### src/rtl/per_bank_refresh_scheduler_top_defines.svh
// Assertion macros shared by the refresh scheduler RTL.
// Each macro expects clk and rst_n in scope.
`ifndef PER_BANK_REFRESH_SCHEDULER_TOP_DEFINES_SVH
`define PER_BANK_REFRESH_SCHEDULER_TOP_DEFINES_SVH

// Same-cycle implication
`define PBRS_ASSERT_NOW(lbl, ante, cons, msg) \
    lbl: assert property (@(posedge clk) disable iff (!rst_n) (ante) |-> (cons)) \
        else $error(msg);

// Next-cycle implication
`define PBRS_ASSERT_NEXT(lbl, ante, cons, msg) \
    lbl: assert property (@(posedge clk) disable iff (!rst_n) (ante) |=> (cons)) \
        else $error(msg);

`endif

### src/rtl/pbrs_pkg.sv
`timescale 1ns / 1ps

package pbrs_pkg;

    // Configuration port geometry
    localparam int CFG_INDEX_W  = 2;
    localparam int CFG_DATA_W   = 16;

    // Result word geometry
    localparam int BANK_INDEX_W = 6;
    localparam int OUT_TDATA_W  = 16;

    // Register indexes
    typedef enum logic [CFG_INDEX_W-1:0] {
        REG_REFRESH_INTERVAL  = 2'd0,
        REG_BANK_REFRESH_TIME = 2'd1,
        REG_SET_PAUSE_ENABLE  = 2'd2,
        REG_BANK_COUNT        = 2'd3
    } cfg_index_t;

    // Register reset values
    localparam logic [15:0] RST_REFRESH_INTERVAL  = 16'd3900;
    localparam logic [15:0] RST_BANK_REFRESH_TIME = 16'd0;
    localparam logic        RST_SET_PAUSE_ENABLE  = 1'b0;
    localparam logic [6:0]  RST_BANK_COUNT        = 7'd16;

    typedef struct packed {
        logic [15:0] refresh_interval;
        logic [15:0] bank_refresh_time;
        logic        set_pause_enable;
        logic [6:0]  bank_count;
    } pbrs_cfg_t;

endpackage

### src/rtl/pbrs_cfg_regs.sv
`timescale 1ns / 1ps

module pbrs_cfg_regs
    import pbrs_pkg::*;
(
    input  logic                   clk,
    input  logic                   rst_n,
    input  logic                   cfg_wr_en,
    input  logic [CFG_INDEX_W-1:0] cfg_index,
    input  logic [CFG_DATA_W-1:0]  cfg_data,
    output pbrs_cfg_t              cfg
);

    pbrs_cfg_t cfg_reg;
    pbrs_cfg_t cfg_next;

    // Decode the write into the addressed register
    always_comb
    begin
        cfg_next = cfg_reg;
        if (cfg_wr_en)
        begin
            case (cfg_index_t'(cfg_index))
                REG_REFRESH_INTERVAL:  cfg_next.refresh_interval  = cfg_data;
                REG_BANK_REFRESH_TIME: cfg_next.bank_refresh_time = cfg_data;
                REG_SET_PAUSE_ENABLE:  cfg_next.set_pause_enable  = cfg_data[0];
                REG_BANK_COUNT:        cfg_next.bank_count        = cfg_data[6:0];
                default:               cfg_next = cfg_reg;
            endcase
        end
    end

    always_ff @(posedge clk or negedge rst_n)
    begin
        if (!rst_n)
        begin
            cfg_reg.refresh_interval  <= RST_REFRESH_INTERVAL;
            cfg_reg.bank_refresh_time <= RST_BANK_REFRESH_TIME;
            cfg_reg.set_pause_enable  <= RST_SET_PAUSE_ENABLE;
            cfg_reg.bank_count        <= RST_BANK_COUNT;
        end
        else
        begin
            cfg_reg <= cfg_next;
        end
    end

    assign cfg = cfg_reg;

endmodule

### src/rtl/per_bank_refresh_scheduler_top.sv
`timescale 1ns / 1ps
// Each accepted input word is held in the input register, then in the result register.
// Throughput: one word per cycle unless m_tready stalls the output; the schedule state
// (due time, bank pointer, boundary wait, resume time) is set by the compare/add step.
// Reset (rst_n, async, active low): registers return to their reset values, due time
// to 3900, bank pointer to 0, no boundary pending, resume time 0, both stages empty.

module per_bank_refresh_scheduler_top
    import pbrs_pkg::*;
#(
    parameter int MAX_BANKS  = 64,
    parameter int TIME_WIDTH = 48
)
(
    input  logic                                   clk,
    input  logic                                   rst_n,
    // Configuration write port
    input  logic                                   cfg_wr_en,
    input  logic [CFG_INDEX_W-1:0]                 cfg_index,
    input  logic [CFG_DATA_W-1:0]                  cfg_data,
    // Input stream
    input  logic                                   s_tvalid,
    output logic                                   s_tready,
    // tdata: now, last_issue_time, zero fill
    input  logic [((2*TIME_WIDTH+7)/8)*8-1:0]      s_tdata,
    // tuser: history_present
    input  logic                                   s_tuser,
    // Result stream
    output logic                                   m_tvalid,
    input  logic                                   m_tready,
    // tdata: refresh_request, bank_index[5:0], history_error, pausing, zero fill
    output logic [OUT_TDATA_W-1:0]                 m_tdata
);

    `include "per_bank_refresh_scheduler_top_defines.svh"

    localparam int BANK_W = (MAX_BANKS > 1) ? $clog2(MAX_BANKS) : 1;
    localparam int CNT_W  = $clog2(MAX_BANKS + 1);
    localparam int NW     = (CNT_W > 7) ? CNT_W : 7;

    pbrs_cfg_t cfg;

    pbrs_cfg_regs u_cfg (
        .clk       (clk),
        .rst_n     (rst_n),
        .cfg_wr_en (cfg_wr_en),
        .cfg_index (cfg_index),
        .cfg_data  (cfg_data),
        .cfg       (cfg)
    );

    // Input register
    logic                  s1_valid_reg;
    logic [TIME_WIDTH-1:0] s1_now_reg;
    logic [TIME_WIDTH-1:0] s1_issued_reg;
    logic                  s1_present_reg;

    // Schedule state
    logic [TIME_WIDTH-1:0] due_reg,    due_next;
    logic [BANK_W-1:0]     bank_reg,   bank_next;
    logic                  pend_reg,   pend_next;
    logic [TIME_WIDTH-1:0] breq_reg,   breq_next;
    logic [TIME_WIDTH-1:0] resume_reg, resume_next;

    // Result register
    logic                    res_valid_reg;
    logic                    res_req_reg;
    logic [BANK_INDEX_W-1:0] res_bank_reg;
    logic                    res_error_reg;
    logic                    res_pausing_reg;

    logic out_free;
    logic advance;

    // Step logic
    logic [TIME_WIDTH:0]   sum_wide;
    logic [TIME_WIDTH-1:0] sum_sat;
    logic                  clear;
    logic                  err;
    logic                  pend_mid;
    logic                  resume_ok;
    logic                  fire;
    logic [NW-1:0]         cnt_ext;
    logic [NW-1:0]         n_eff;
    logic [BANK_W-1:0]     b_sel;
    logic [NW-1:0]         b_inc;
    logic                  last;
    logic                  start_pause;

    // Handshake: stage 1 drains into the result register when that is free
    assign out_free = !res_valid_reg || m_tready;
    assign advance  = s1_valid_reg && out_free;
    assign s_tready = !s1_valid_reg || out_free;

    // Capture the input word
    always_ff @(posedge clk or negedge rst_n)
    begin
        if (!rst_n)
        begin
            s1_valid_reg <= 1'b0;
        end
        else if (s_tready)
        begin
            s1_valid_reg <= s_tvalid;
        end
    end

    always_ff @(posedge clk)
    begin
        if (s_tready && s_tvalid)
        begin
            s1_now_reg     <= s_tdata[TIME_WIDTH-1:0];
            s1_issued_reg  <= s_tdata[2*TIME_WIDTH-1:TIME_WIDTH];
            s1_present_reg <= s_tuser;
        end
    end

    // Resolve the boundary wait, then decide on a request
    always_comb
    begin
        sum_wide  = {1'b0, s1_issued_reg} + (TIME_WIDTH+1)'(cfg.bank_refresh_time);
        sum_sat   = sum_wide[TIME_WIDTH] ? '1 : sum_wide[TIME_WIDTH-1:0];
        clear     = pend_reg && s1_present_reg && (s1_issued_reg >= breq_reg);
        err       = pend_reg && !s1_present_reg;
        pend_mid  = pend_reg && !clear;
        resume_ok = clear ? (s1_now_reg >= sum_sat) : (s1_now_reg >= resume_reg);
        fire      = (s1_now_reg >= due_reg) && !pend_mid && resume_ok;

        // Clamp the bank count to 1..MAX_BANKS
        cnt_ext = NW'(cfg.bank_count);
        if (cnt_ext == '0)
        begin
            n_eff = NW'(1);
        end
        else if (cnt_ext > NW'(MAX_BANKS))
        begin
            n_eff = NW'(MAX_BANKS);
        end
        else
        begin
            n_eff = cnt_ext;
        end

        // Restart at bank 0 if the pointer ran past a lowered count
        b_sel       = (NW'(bank_reg) >= n_eff) ? '0 : bank_reg;
        b_inc       = NW'(b_sel) + NW'(1);
        last        = (b_inc >= n_eff);
        start_pause = fire && cfg.set_pause_enable && last;

        due_next    = fire ? (due_reg + TIME_WIDTH'(cfg.refresh_interval)) : due_reg;
        bank_next   = fire ? (last ? '0 : b_inc[BANK_W-1:0]) : bank_reg;
        pend_next   = start_pause ? 1'b1 : pend_mid;
        breq_next   = start_pause ? s1_now_reg : (clear ? '0 : breq_reg);
        resume_next = clear ? sum_sat : resume_reg;
    end

    // Advance the schedule state once per word
    always_ff @(posedge clk or negedge rst_n)
    begin
        if (!rst_n)
        begin
            due_reg    <= TIME_WIDTH'(RST_REFRESH_INTERVAL);
            bank_reg   <= '0;
            pend_reg   <= 1'b0;
            breq_reg   <= '0;
            resume_reg <= '0;
        end
        else if (advance)
        begin
            due_reg    <= due_next;
            bank_reg   <= bank_next;
            pend_reg   <= pend_next;
            breq_reg   <= breq_next;
            resume_reg <= resume_next;
        end
    end

    // Result register
    always_ff @(posedge clk or negedge rst_n)
    begin
        if (!rst_n)
        begin
            res_valid_reg <= 1'b0;
        end
        else if (out_free)
        begin
            res_valid_reg <= s1_valid_reg;
        end
    end

    always_ff @(posedge clk)
    begin
        if (advance)
        begin
            res_req_reg     <= fire;
            res_bank_reg    <= fire ? BANK_INDEX_W'(b_sel) : '0;
            res_error_reg   <= err;
            res_pausing_reg <= pend_next;
        end
    end

    assign m_tvalid = res_valid_reg;
    assign m_tdata  = {{(OUT_TDATA_W-BANK_INDEX_W-3){1'b0}},
                       res_pausing_reg, res_error_reg, res_bank_reg, res_req_reg};

    // Checks
    `PBRS_ASSERT_NEXT(a_err_missing_history, advance && pend_reg && !s1_present_reg,
        res_error_reg, "missing history did not raise the error flag")
    `PBRS_ASSERT_NEXT(a_no_req_while_paused, advance && pend_reg && !clear,
        !res_req_reg, "request issued while boundary still pending")
    `PBRS_ASSERT_NEXT(a_pausing_tracks_state, advance,
        res_pausing_reg == pend_reg, "pausing flag differs from boundary state")
    `PBRS_ASSERT_NOW(a_pause_needs_enable, $rose(pend_reg),
        $past(cfg.set_pause_enable), "boundary wait started with set pause off")

endmodule
### config.mk
export PLATFORM = sky130hd
export DESIGN_NAME = per_bank_refresh_scheduler_top
export DESIGN_NICKNAME = d
export VERILOG_FILES = /design/src/rtl/pbrs_pkg.sv /design/src/rtl/pbrs_cfg_regs.sv /design/src/rtl/per_bank_refresh_scheduler_top.sv
export VERILOG_INCLUDE_DIRS = /design/src /design/src/rtl
export SDC_FILE = /design/constraint.sdc
export NUM_CORES = 1
export LEC_CHECK = 0
export ABC_AREA = 1
export BUFFER_PORTS_ARGS = -buffer_cell sky130_fd_sc_hd__buf_2
export CORE_AREA = 2 2 205 207
export CTS_CLUSTER_DIAMETER = 120
export DETAILED_ROUTE_END_ITERATION = 10
export DIE_AREA = 0 0 207 209
export GPL_TIMING_DRIVEN = 0
export PLACE_DENSITY = 0.72
export SYNTH_ARGS = -nofsm -noshare
export SYNTH_HDL_FRONTEND = slang
export SYNTH_SLANG_ARGS = --single-unit
### constraint.sdc
create_clock -name clk -period 3.73 [get_ports clk]
set_input_delay 0.373 -clock clk [delete_from_list [all_inputs] [get_ports clk]]
set_output_delay 0.373 -clock clk [all_outputs]
set_load 0.05 [all_outputs]
## After elaboration in Yosys (flattened, before gate mapping)

Index checks and enable logic that the tools add are counted.

| storage, ports and cells | value |
|---|---|
| flip-flop bits (word level) | 299 |
| input bits | 120 |
| output and inout bits | 18 |
| word-level logic and storage cells | 67 |

| cells by class | value |
|---|---|
| add/subtract/negate cells | 3 |
| magnitude comparators | 7 |
| equality and inequality tests | 3 |
| muxes and demuxes | 9 |
| reductions and logical operators | 27 |

Operators by type and width:

| cell | count |
|---|---|
| 48-bit greater-or-equal comparator | 4 |
| 48-bit 2-to-1 mux | 3 |
| 48-bit by 16-bit adder with 49-bit output | 1 |
| 48-bit by 16-bit adder with 48-bit output | 1 |
| 7-bit 2-to-1 mux | 2 |
| 2-bit AND reduction | 7 |
| 6-bit 2-to-1 mux | 2 |
| 1-bit logical AND | 10 |
| 6-bit by 1-bit adder with 7-bit output, second input constant | 1 |
| 6-bit by 7-bit greater-or-equal comparator with 1-bit output | 1 |
| 7-bit greater-or-equal comparator | 1 |
| 7-bit greater-than comparator, second input constant | 1 |
| 7-bit zero test | 1 |
| 1-bit zero test | 5 |
| 2-bit equality test, second input constant | 2 |
| 2-bit by 1-bit equality test with 1-bit output, second input constant | 1 |
| 2-bit zero test | 1 |
| 1-bit logical OR | 2 |
| 1-bit 2-to-1 mux | 2 |
| 2-bit nonzero test | 1 |

## Longest topological paths before layout

Gate-level depths: netlist of run 1.

| logic depth | value |
|---|---|
| depth after elaboration | 11 |
| mapped depth | 34 |
| mapped depth without buffers | 32 |

## Hierarchy

From an unflattened synthesis of run 1, not the netlist that was laid out.

| second synthesis, totals | value |
|---|---|
| cell total of the unflattened synthesis | 2,742 |
| area total of the unflattened synthesis | 21,265.4 µm² |

By module, submodules not included:

| module | times used | cells each | area each (µm²) | sequential area each (µm²) |
|---|---|---|---|---|
| per_bank_refresh_scheduler_top | 1 | 2,562 | 19,560.0 | 7,021.7 |
| pbrs_cfg_regs | 1 | 180 | 1,705.4 | 1,012.2 |

## Worst setup path after synthesis of run 1

No wires, ideal clock.

| timing | value |
|---|---|
| path kind | register -> register |
| start point | reg s1_issued_reg[0] |
| end point | reg due_reg[34] |
| library setup time | 0.127 ns |
| data arrival time | 3.741 ns |
| required time | 3.603 ns |
| path slack | -0.138 ns |
| cell stages (with the launch flop) | 33 |
| path buffers | 3 |
| period minus slack after synthesis | 3.868 ns |
| cells stage by stage | edfxtp_1 ha_1 fa_1 nand3_1 a21oi_1 nand2_1 nand2_2 nand2_1 nand2_1 nand2_1 nand2_2 nand2_4 inv_2 buf_4 or2_1 inv_1 ha_1 nand2_1 inv_1 o21bai_1 nand2_1 a21oi_1 nand2_1 nand2_1 nand4_1 nor2_2 nor2_4 nand2_4 nor2_4 buf_6 buf_6 nand2_1 o21ai_0 |

| between the ends | value |
|---|---|
| cells in the longest elaborated chain, start to end | 8 |
| elaborated cells on any way between the ends | 12 |
| those cells by class | add/sub (1); order compare (2); mux (2); reduce/logical (7) |

Ends and longest elaborated chain:

| element | RTL line | text |
|---|---|---|
| from (decl) | per_bank_refresh_scheduler_top.sv:55 | `logic [TIME_WIDTH-1:0] s1_issued_reg;` |
| from (signal assigned) | per_bank_refresh_scheduler_top.sv:113 | `s1_issued_reg <= s_tdata[2*TIME_WIDTH-1:TIME_WIDTH];` |
| branches (longest 6 deep; another with 48-bit by 16-bit adder with 49-bit output) | -- |  |
| 1-bit logical AND (*) | per_bank_refresh_scheduler_top.sv:127 | `fire = (s1_now_reg >= due_reg) && !pend_mid && resume_ok;` |
| 2-bit AND reduction (no line) (*) | -- |  |
| to (signal assigned) | per_bank_refresh_scheduler_top.sv:162 | `due_reg <= TIME_WIDTH'(RST_REFRESH_INTERVAL);` |
| to (signal assigned) | per_bank_refresh_scheduler_top.sv:170 | `due_reg <= due_next;` |
| to (decl) | per_bank_refresh_scheduler_top.sv:59 | `logic [TIME_WIDTH-1:0] due_reg, due_next;` |

Mark *: on every way between the ends.
A chain may end at the register's enable or synchronous reset.

## Worst setup path in the final report of run 1

| timing | value |
|---|---|
| start point | reg s1_issued_reg[1] |
| end point | reg breq_reg[39] |

| between the ends | value |
|---|---|
| cells in the longest elaborated chain, start to end | 11 |
| elaborated cells on any way between the ends | 16 |
| those cells by class | add/sub (1); order compare (2); mux (3); reduce/logical (10) |

Ends and longest elaborated chain:

| element | RTL line | text |
|---|---|---|
| branches (longest 11 deep; another with 48-bit by 16-bit adder with 49-bit output) | -- |  |
| to (signal assigned) | per_bank_refresh_scheduler_top.sv:173 | `breq_reg <= breq_next;` |
| to (decl) | per_bank_refresh_scheduler_top.sv:62 | `logic [TIME_WIDTH-1:0] breq_reg, breq_next;` |

Parallel ways; which one is timed is not known.

==> results of run 1 <==
## layout make-up
type | count | area [um2]
plain buffers | 71 | 553.0
multi-input cells | 1942 | 12460
inverters | 425 | 1608
clock buffers | 47 | 1015
repair buffers | 323 | 2648
clock inverters | 19 | 160.2
fillers | 3425 | 14130
well taps | 539 | 674.4
flip-flops and latches | 299 | 8040
## through the flow
stage / cells / setup slack (ps) / TNS [ps]
after floorplan: 2738 / -4.821 / -50.53
after global placement: 3407 / -1343 / -323600
after detailed placement: 3409 / -1356 / -136480
after CTS: 3613 / -510.3 / -50460
after global routing: 3665 / -890.3 / -86610
final: 3665 / -687.6 / -63950
## repair_timing
action	CTS	global route
pin swaps	47	92
setup endpoints to repair	111	111
resized for setup	208	172
gates cloned	7	4
endpoints found under the hold margin	169	0
hold buffers	89	0
buffers inserted	43	49
## layer usage
layer / vias up / wire, um / track usage
li1: 9695 / - / -
met1: 9883 / 30210 / 0.4334
met2: 850 / 34860 / 0.5585
met3: 256 / 4923 / 0.04509
met4: 0 / 4635 / 0.1771
met5: - / 0 / 0
## worst reg2reg max path: cells and delay by family (launching register included)
family | cells | cell delay, ps
AOI/OAI and AO/OA | 1 | 80
adders and majority gates | 2 | 540
buffers and inverters | 6 | 810
DFF | 1 | 480
and+or+nand+nor | 21 | 2390
## power groups by stage
stage | Sequential (mW) | Combinational, mW | Clock, mW
after floorplan | 4.14 | 2.02 | 0
after global placement | 4.28 | 2.71 | 0
after detailed placement | 4.27 | 2.86 | 0
after CTS | 4.23 | 3.16 | 3.59
after global routing | 4.27 | 3.88 | 3.72
final | 4.24 | 3.48 | 3.56
## cells by family after synthesis
logic type,Yosys count,synth area share
adders and majority gates,240,0.1427
and+or+nand+nor,1209,0.2412
xor gates and xnor gates,72,0.02983
buffers and inverters,497,0.09404
AOI/OAI and AO/OA,414,0.1120
other,1,0.0001774
DFF,299,0.3800
## worst paths after layout
check | depth (start not counted) | start | slack, ps | endpoint
setup / recovery | 30 | s1_issued_reg[1] | -690 | breq_reg[39]
hold / removal | 1 | s_tdata[9] | 20 | s1_now_reg[9]
setup reg to reg | 30 | s1_issued_reg[1] | -690 | breq_reg[39]
min in group asynchronous | 2 | rst_n | 390 | u_cfg.cfg[3]
hold reg to reg | 2 | due_reg[5] | 490 | due_reg[5]
max in group asynchronous | 3 | rst_n | 2350 | resume_reg[28]
## Yosys cell counts, types with 13 or more instances
cell type / instances / area (um2)
a21o_1: 14 / 105.1
a21oi_1: 127 / 635.6
buf_2: 23 / 115.1
buf_4: 13 / 97.59
clkbuf_1: 24 / 90.09
dfrtp_1: 176 / 4404
dfstp_2: 17 / 446.7
edfxtp_1: 106 / 3183
ha_1: 238 / 2978
inv_1: 418 / 1569
nand2_1: 699 / 2624
nand3_1: 129 / 645.6
nand4_1: 35 / 219.0
nor2_1: 230 / 863.3
nor3_1: 44 / 220.2
nor4_1: 18 / 112.6
o2111ai_1: 49 / 429.2
o21ai_0: 138 / 690.7
o21ai_1: 60 / 300.3
or2_1: 20 / 125.1
xnor2_1: 15 / 131.4
xor2_1: 57 / 499.2
==> impl_results.md, run 1 <==
* Antenna violations before repair at 0
* H-tree levels at 2
* CP Class: flop to flop
* Final instance area at 27160 um2
* DR WL/cell at 20.36 um
* Vias per inst at 5.644
* Final RePlAce weighted congestion at 0.9715
* Slowest stage delay, CP at 480 ps
* Drc violations at 0
* PnR Total Power at 11.28 mW
* Die Y at 209 um
* Core Footprint at 41290 um2
* Initial core utilization at 0.5120
* P_int at 7.298 mW
* Switching Share at 0.3530
* Antenna diodes at 0
* Die width at 207 um
* Period utilisation layout at 1.184
* Commonest non-fill, non-tap cells in the layout: nand2_1, inv_1, ha_1
* Fmax at 226.4 MHz
* DR vias at 20680
* Syn Inst Count at 2732
* Max IR drop VDD at 0.3733 mV
* Vias in the first global route at 20390
* Cell Pwr Density at 415.3 nW/um2
* Post-synth EDFFs at 106
* Clock sink total at 299
* Hold WS at 15.41 ps
* CP max-delay cell: edfxtp_1
* Synth warn at 0
* LEAKAGE at 13.14 nW
* Minimum clock period after layout at 4418 ps
* Final wirelength at 74630 um
* Final Net Count at 3458
* Arr. time, crit path at 4840 ps
* Status: complete, but fails checks
* RSZ-0062 raised after global routing: true
* WP data required at 4150 ps
* Post-synthesis register bit count at 299
* Final core occ at 0.6578
* # Max-Cap Violations at 0
* Seq pwr share at 0.376
* Clock transition at path regs at 60 ps
* DP HPWL at 55930 um
* Crit-path leading delay family: simple AND/OR/NAND/NOR gates
* Std-Cell Rows at 75
* I/O pin total at 138
* Commonest non-fill, non-tap cell in the layout: nand2_1
* Hold Crit Class: primary input to flop
* Global-route wire length before repair at 113300 um
* Slew margin rel. at 0.2341
* Register area share after synthesis at 0.3800
* Fin. Hold Viols at 0
* GRT Resource Usage Total at 0.3377
* Clk Latency, worst-skew pair at 570 ps
* Failing checks: setup timing
* Power share of the combinational group at 0.308
* DR iter-0 viols at 1866
* Layout cell share with drive strength beyond 1 at 0.2070
* Clk network pwr share at 0.316
* Die area at 43260 um2
* Total CTS buffers at 36
* Psw at 3.982 mW
* Synth Cell Area at 21140 um2
* WP buf/inv at 6
* CTS tree: built
* Post-DP Area at 22590 um2
* Avg Synthesized Cell Area at 7.738 um2
* Worst Clk Skew at 22.34 ps
* Main synth FF type: dfrtp_1
* Root Buffer: clkbuf_16
* CP Max Fanout at 8
* Router iterations before antenna repair at 7
* Gr ovfl total at 0
* Area Growth Syn to Fin at 28.48%
* Startpoint Class: flop
* Top cell by count, worst path: nand2_2
* Synth async-reset ratio at 0.6455
* Largest net degree at the start of global routing at 105
* Yosys cell types at 49
* CP Capture Type: flop
* PnR worst setup slack at -687.6 ps
* Fin. max-slew vios at 0
* CTS max path bufs at 3
* Post-route ant nets at 0
* Least-Margin Pin Slew at 1149 ps
* IO buf count at 130
* Final setup fails at 111
Note: power is estimated with default switching activity, not from simulation.
==> run 2, diff against run 1 <==
Settings changed: CAP_MARGIN set to 40, PLACE_DENSITY 0.72 to 0.7.
Clock period 3.73 ns to 5.04 ns, I/O delays scaled along.
==> impl_results.md, run 2 (same netlist as run 1, synthesis figures left out) <==
* Hold Path Depth at 1
* DR vias at 19300
* Minimum clock period after layout at 4770 ps
* Largest net degree at the start of global routing at 118
* GRT Resource Usage Total at 0.3182
* CTS tree: built
* Hold WS at 115.3 ps
* Max IR drop VDD at 0.3418 mV
* Seq pwr share at 0.395
* IO buf count at 130
* I/O pin total at 138
* Final setup fails at 0
* Clk Latency, worst-skew pair at 560 ps
* Final Net Count at 3279
* Commonest non-fill, non-tap cell in the layout: nand2_1
* Core Footprint at 41290 um2
* CP Class: flop to flop
* Reg2reg setup slack at 270 ps
* CP Max Fanout at 10
* DR WL/cell at 19.59 um
* DP HPWL at 55510 um
* Root Buffer: clkbuf_16
* Antenna diodes at 0
* CTS max path bufs at 3
* Fin. max-slew vios at 0
* H-tree levels at 2
* Final RePlAce weighted congestion at 0.9676
* Reg area at 8034 um2
* Clk network pwr share at 0.329
* Least-Margin Pin Slew at 673.1 ps
* Startpoint Class: flop
* LEAKAGE at 11.99 nW
* Vias per inst at 5.533
* P_int at 5.160 mW
* Setup crit start: s1_issued_reg[8]
* CP Capture Type: flop
* Post-route ant nets at 0
* Std-Cell Rows at 75
* Drc violations at 0
* Total CTS buffers at 37
* Post-Place Worst Slack at -313.8 ps
* PnR worst setup slack at 269.9 ps
* Layout cell share with drive strength beyond 1 at 0.1106
* Fill cell count at 3857
* Reg2Reg Depth at 26
* Final wirelength at 68320 um
* Arr. time, crit path at 5200 ps
* Clock transition at path regs at 60 ps
* Switching Share at 0.3494
* # Max-Cap Violations at 0
* Die width at 207 um
* Period utilisation layout at 0.9464
* Status: finished, final reports clean
* Commonest non-fill, non-tap cells in the layout: nand2_1, inv_1, ha_1
* Fin. Hold Viols at 0
* Critical R2R Launch: s1_issued_reg[8]
* Multi-input gate area at 11340 um2
* Die Y at 209 um
* Clock sink total at 299
* Psw at 2.771 mW
* Cell Pwr Density at 330.2 nW/um2
* Worst Setup EP: bank_reg[4]
* Hold Crit Class: primary input to flop
* Slew margin rel. at 0.5466
* Global-route wire length before repair at 105900 um
* Die area at 43260 um2
* Initial core utilization at 0.5120
* RSZ-0062 raised after global routing: false
* Critical R2R Capture: bank_reg[4]
* DR iter-0 viols at 1660
* Power share of the combinational group at 0.276
* Vias in the first global route at 18930
* Worst Clk Skew at 16.59 ps
* Antenna violations before repair at 0
* Area Growth Syn to Fin at 13.62%
* Router iterations before antenna repair at 5
* Final core occ at 0.5818
* Fmax at 209.6 MHz
* WP data required at 5470 ps
* Gr ovfl total at 0
-- run 2: cell count changes in the layout (fill, tap and decap cells not counted), sizes merged --
| cell | before | now |
|---|---|---|
| dlygate4sd3 | 89 | 1 |
| buf | 276 | 189 |
| bufinv | 2 | 1 |
| clkbuf | 76 | 72 |
| clkinv | 14 | 16 |
-- run 2: worst min-delay path by stage --
stage | endpoint | from
2_1_floorplan | bank_reg[0] | rst_n
3_3_place_gp | resume_reg[0] | resume_reg[0]
3_5_place_dp | due_reg[5] | due_reg[5]
4_1_cts | s1_issued_reg[16] | s_tdata[64]
5_1_grt | s1_now_reg[25] | s_tdata[25]
6_report | s1_now_reg[47] | s_tdata[47]
-- run 2: repair_timing --
action / CTS / global route
pin swaps: 1 / 7
gates resized for setup: 7 / 43
hold buffers: 1 / 0
setup endpoints to repair: 103 / 108
endpoints found under the hold margin: 63 / 0
setup buffers: 1 / 7
-- run 2: critical path: stages, from the launching register on --
cell and delay (ps):
edfxtp_1 430, ha_1 380, a21o_1 230, a31oi_1 380, o21ai_2 190, buf_4 180, a21oi_1 280, o32ai_1 170
nand2_1 80, nand3_1 210, inv_1 110, ha_1 150, nand2_1 50, nor2_1 140, nand4_1 190, nor2_4 190
and2_1 150, nand2_1 70, nand3_1 80, nor2_1 40, nand2_1 60, nand2_1 80, nor2_4 180, nand2_1 200
buf_2 260, nand2_1 80, o21ai_1 70
-- run 2: metal layers --
layer	up-vias	part of all wire	GRT usage
li1	9346	-	-
met1	9110	0.43	0.4169
met2	676	0.46	0.5195
met3	163	0.060	0.04569
met4	0	0.054	0.1542
met5	-	0	0
-- run 2: cell type report --
| type | count | share of cell area |
|---|---|---|
| well taps | 539 | 0.02808 |
| clock buffers | 48 | 0.04287 |
| plain buffers | 72 | 0.01693 |
| repair buffers | 142 | 0.03318 |
| multi-input cells | 1942 | 0.4722 |
| clock inverters | 20 | 0.005730 |
| flip-flops and latches | 299 | 0.3345 |
| inverters | 425 | 0.06652 |
-- run 2: per-stage QoR --
step	total power, mW	cells	area [um2]	setup TNS [ps]
floorplan	4.551	2738	21160	0
global route	8.414	3487	24020	0
global placement	5.180	3407	22490	-15580
CTS	7.902	3480	23780	0
detailed placement	5.269	3410	22570	-19300
finish	7.931	3487	24020	0
-- run 2: power by group through the flow --
stage | combinational (mW) | clock, mW | sequential [mW]
global route | 2.51 | 2.75 | 3.15
CTS | 2.13 | 2.65 | 3.12
finish | 2.19 | 2.61 | 3.13
global placement | 2.01 | 0 | 3.17
floorplan | 1.49 | 0 | 3.06
detailed placement | 2.10 | 0 | 3.17
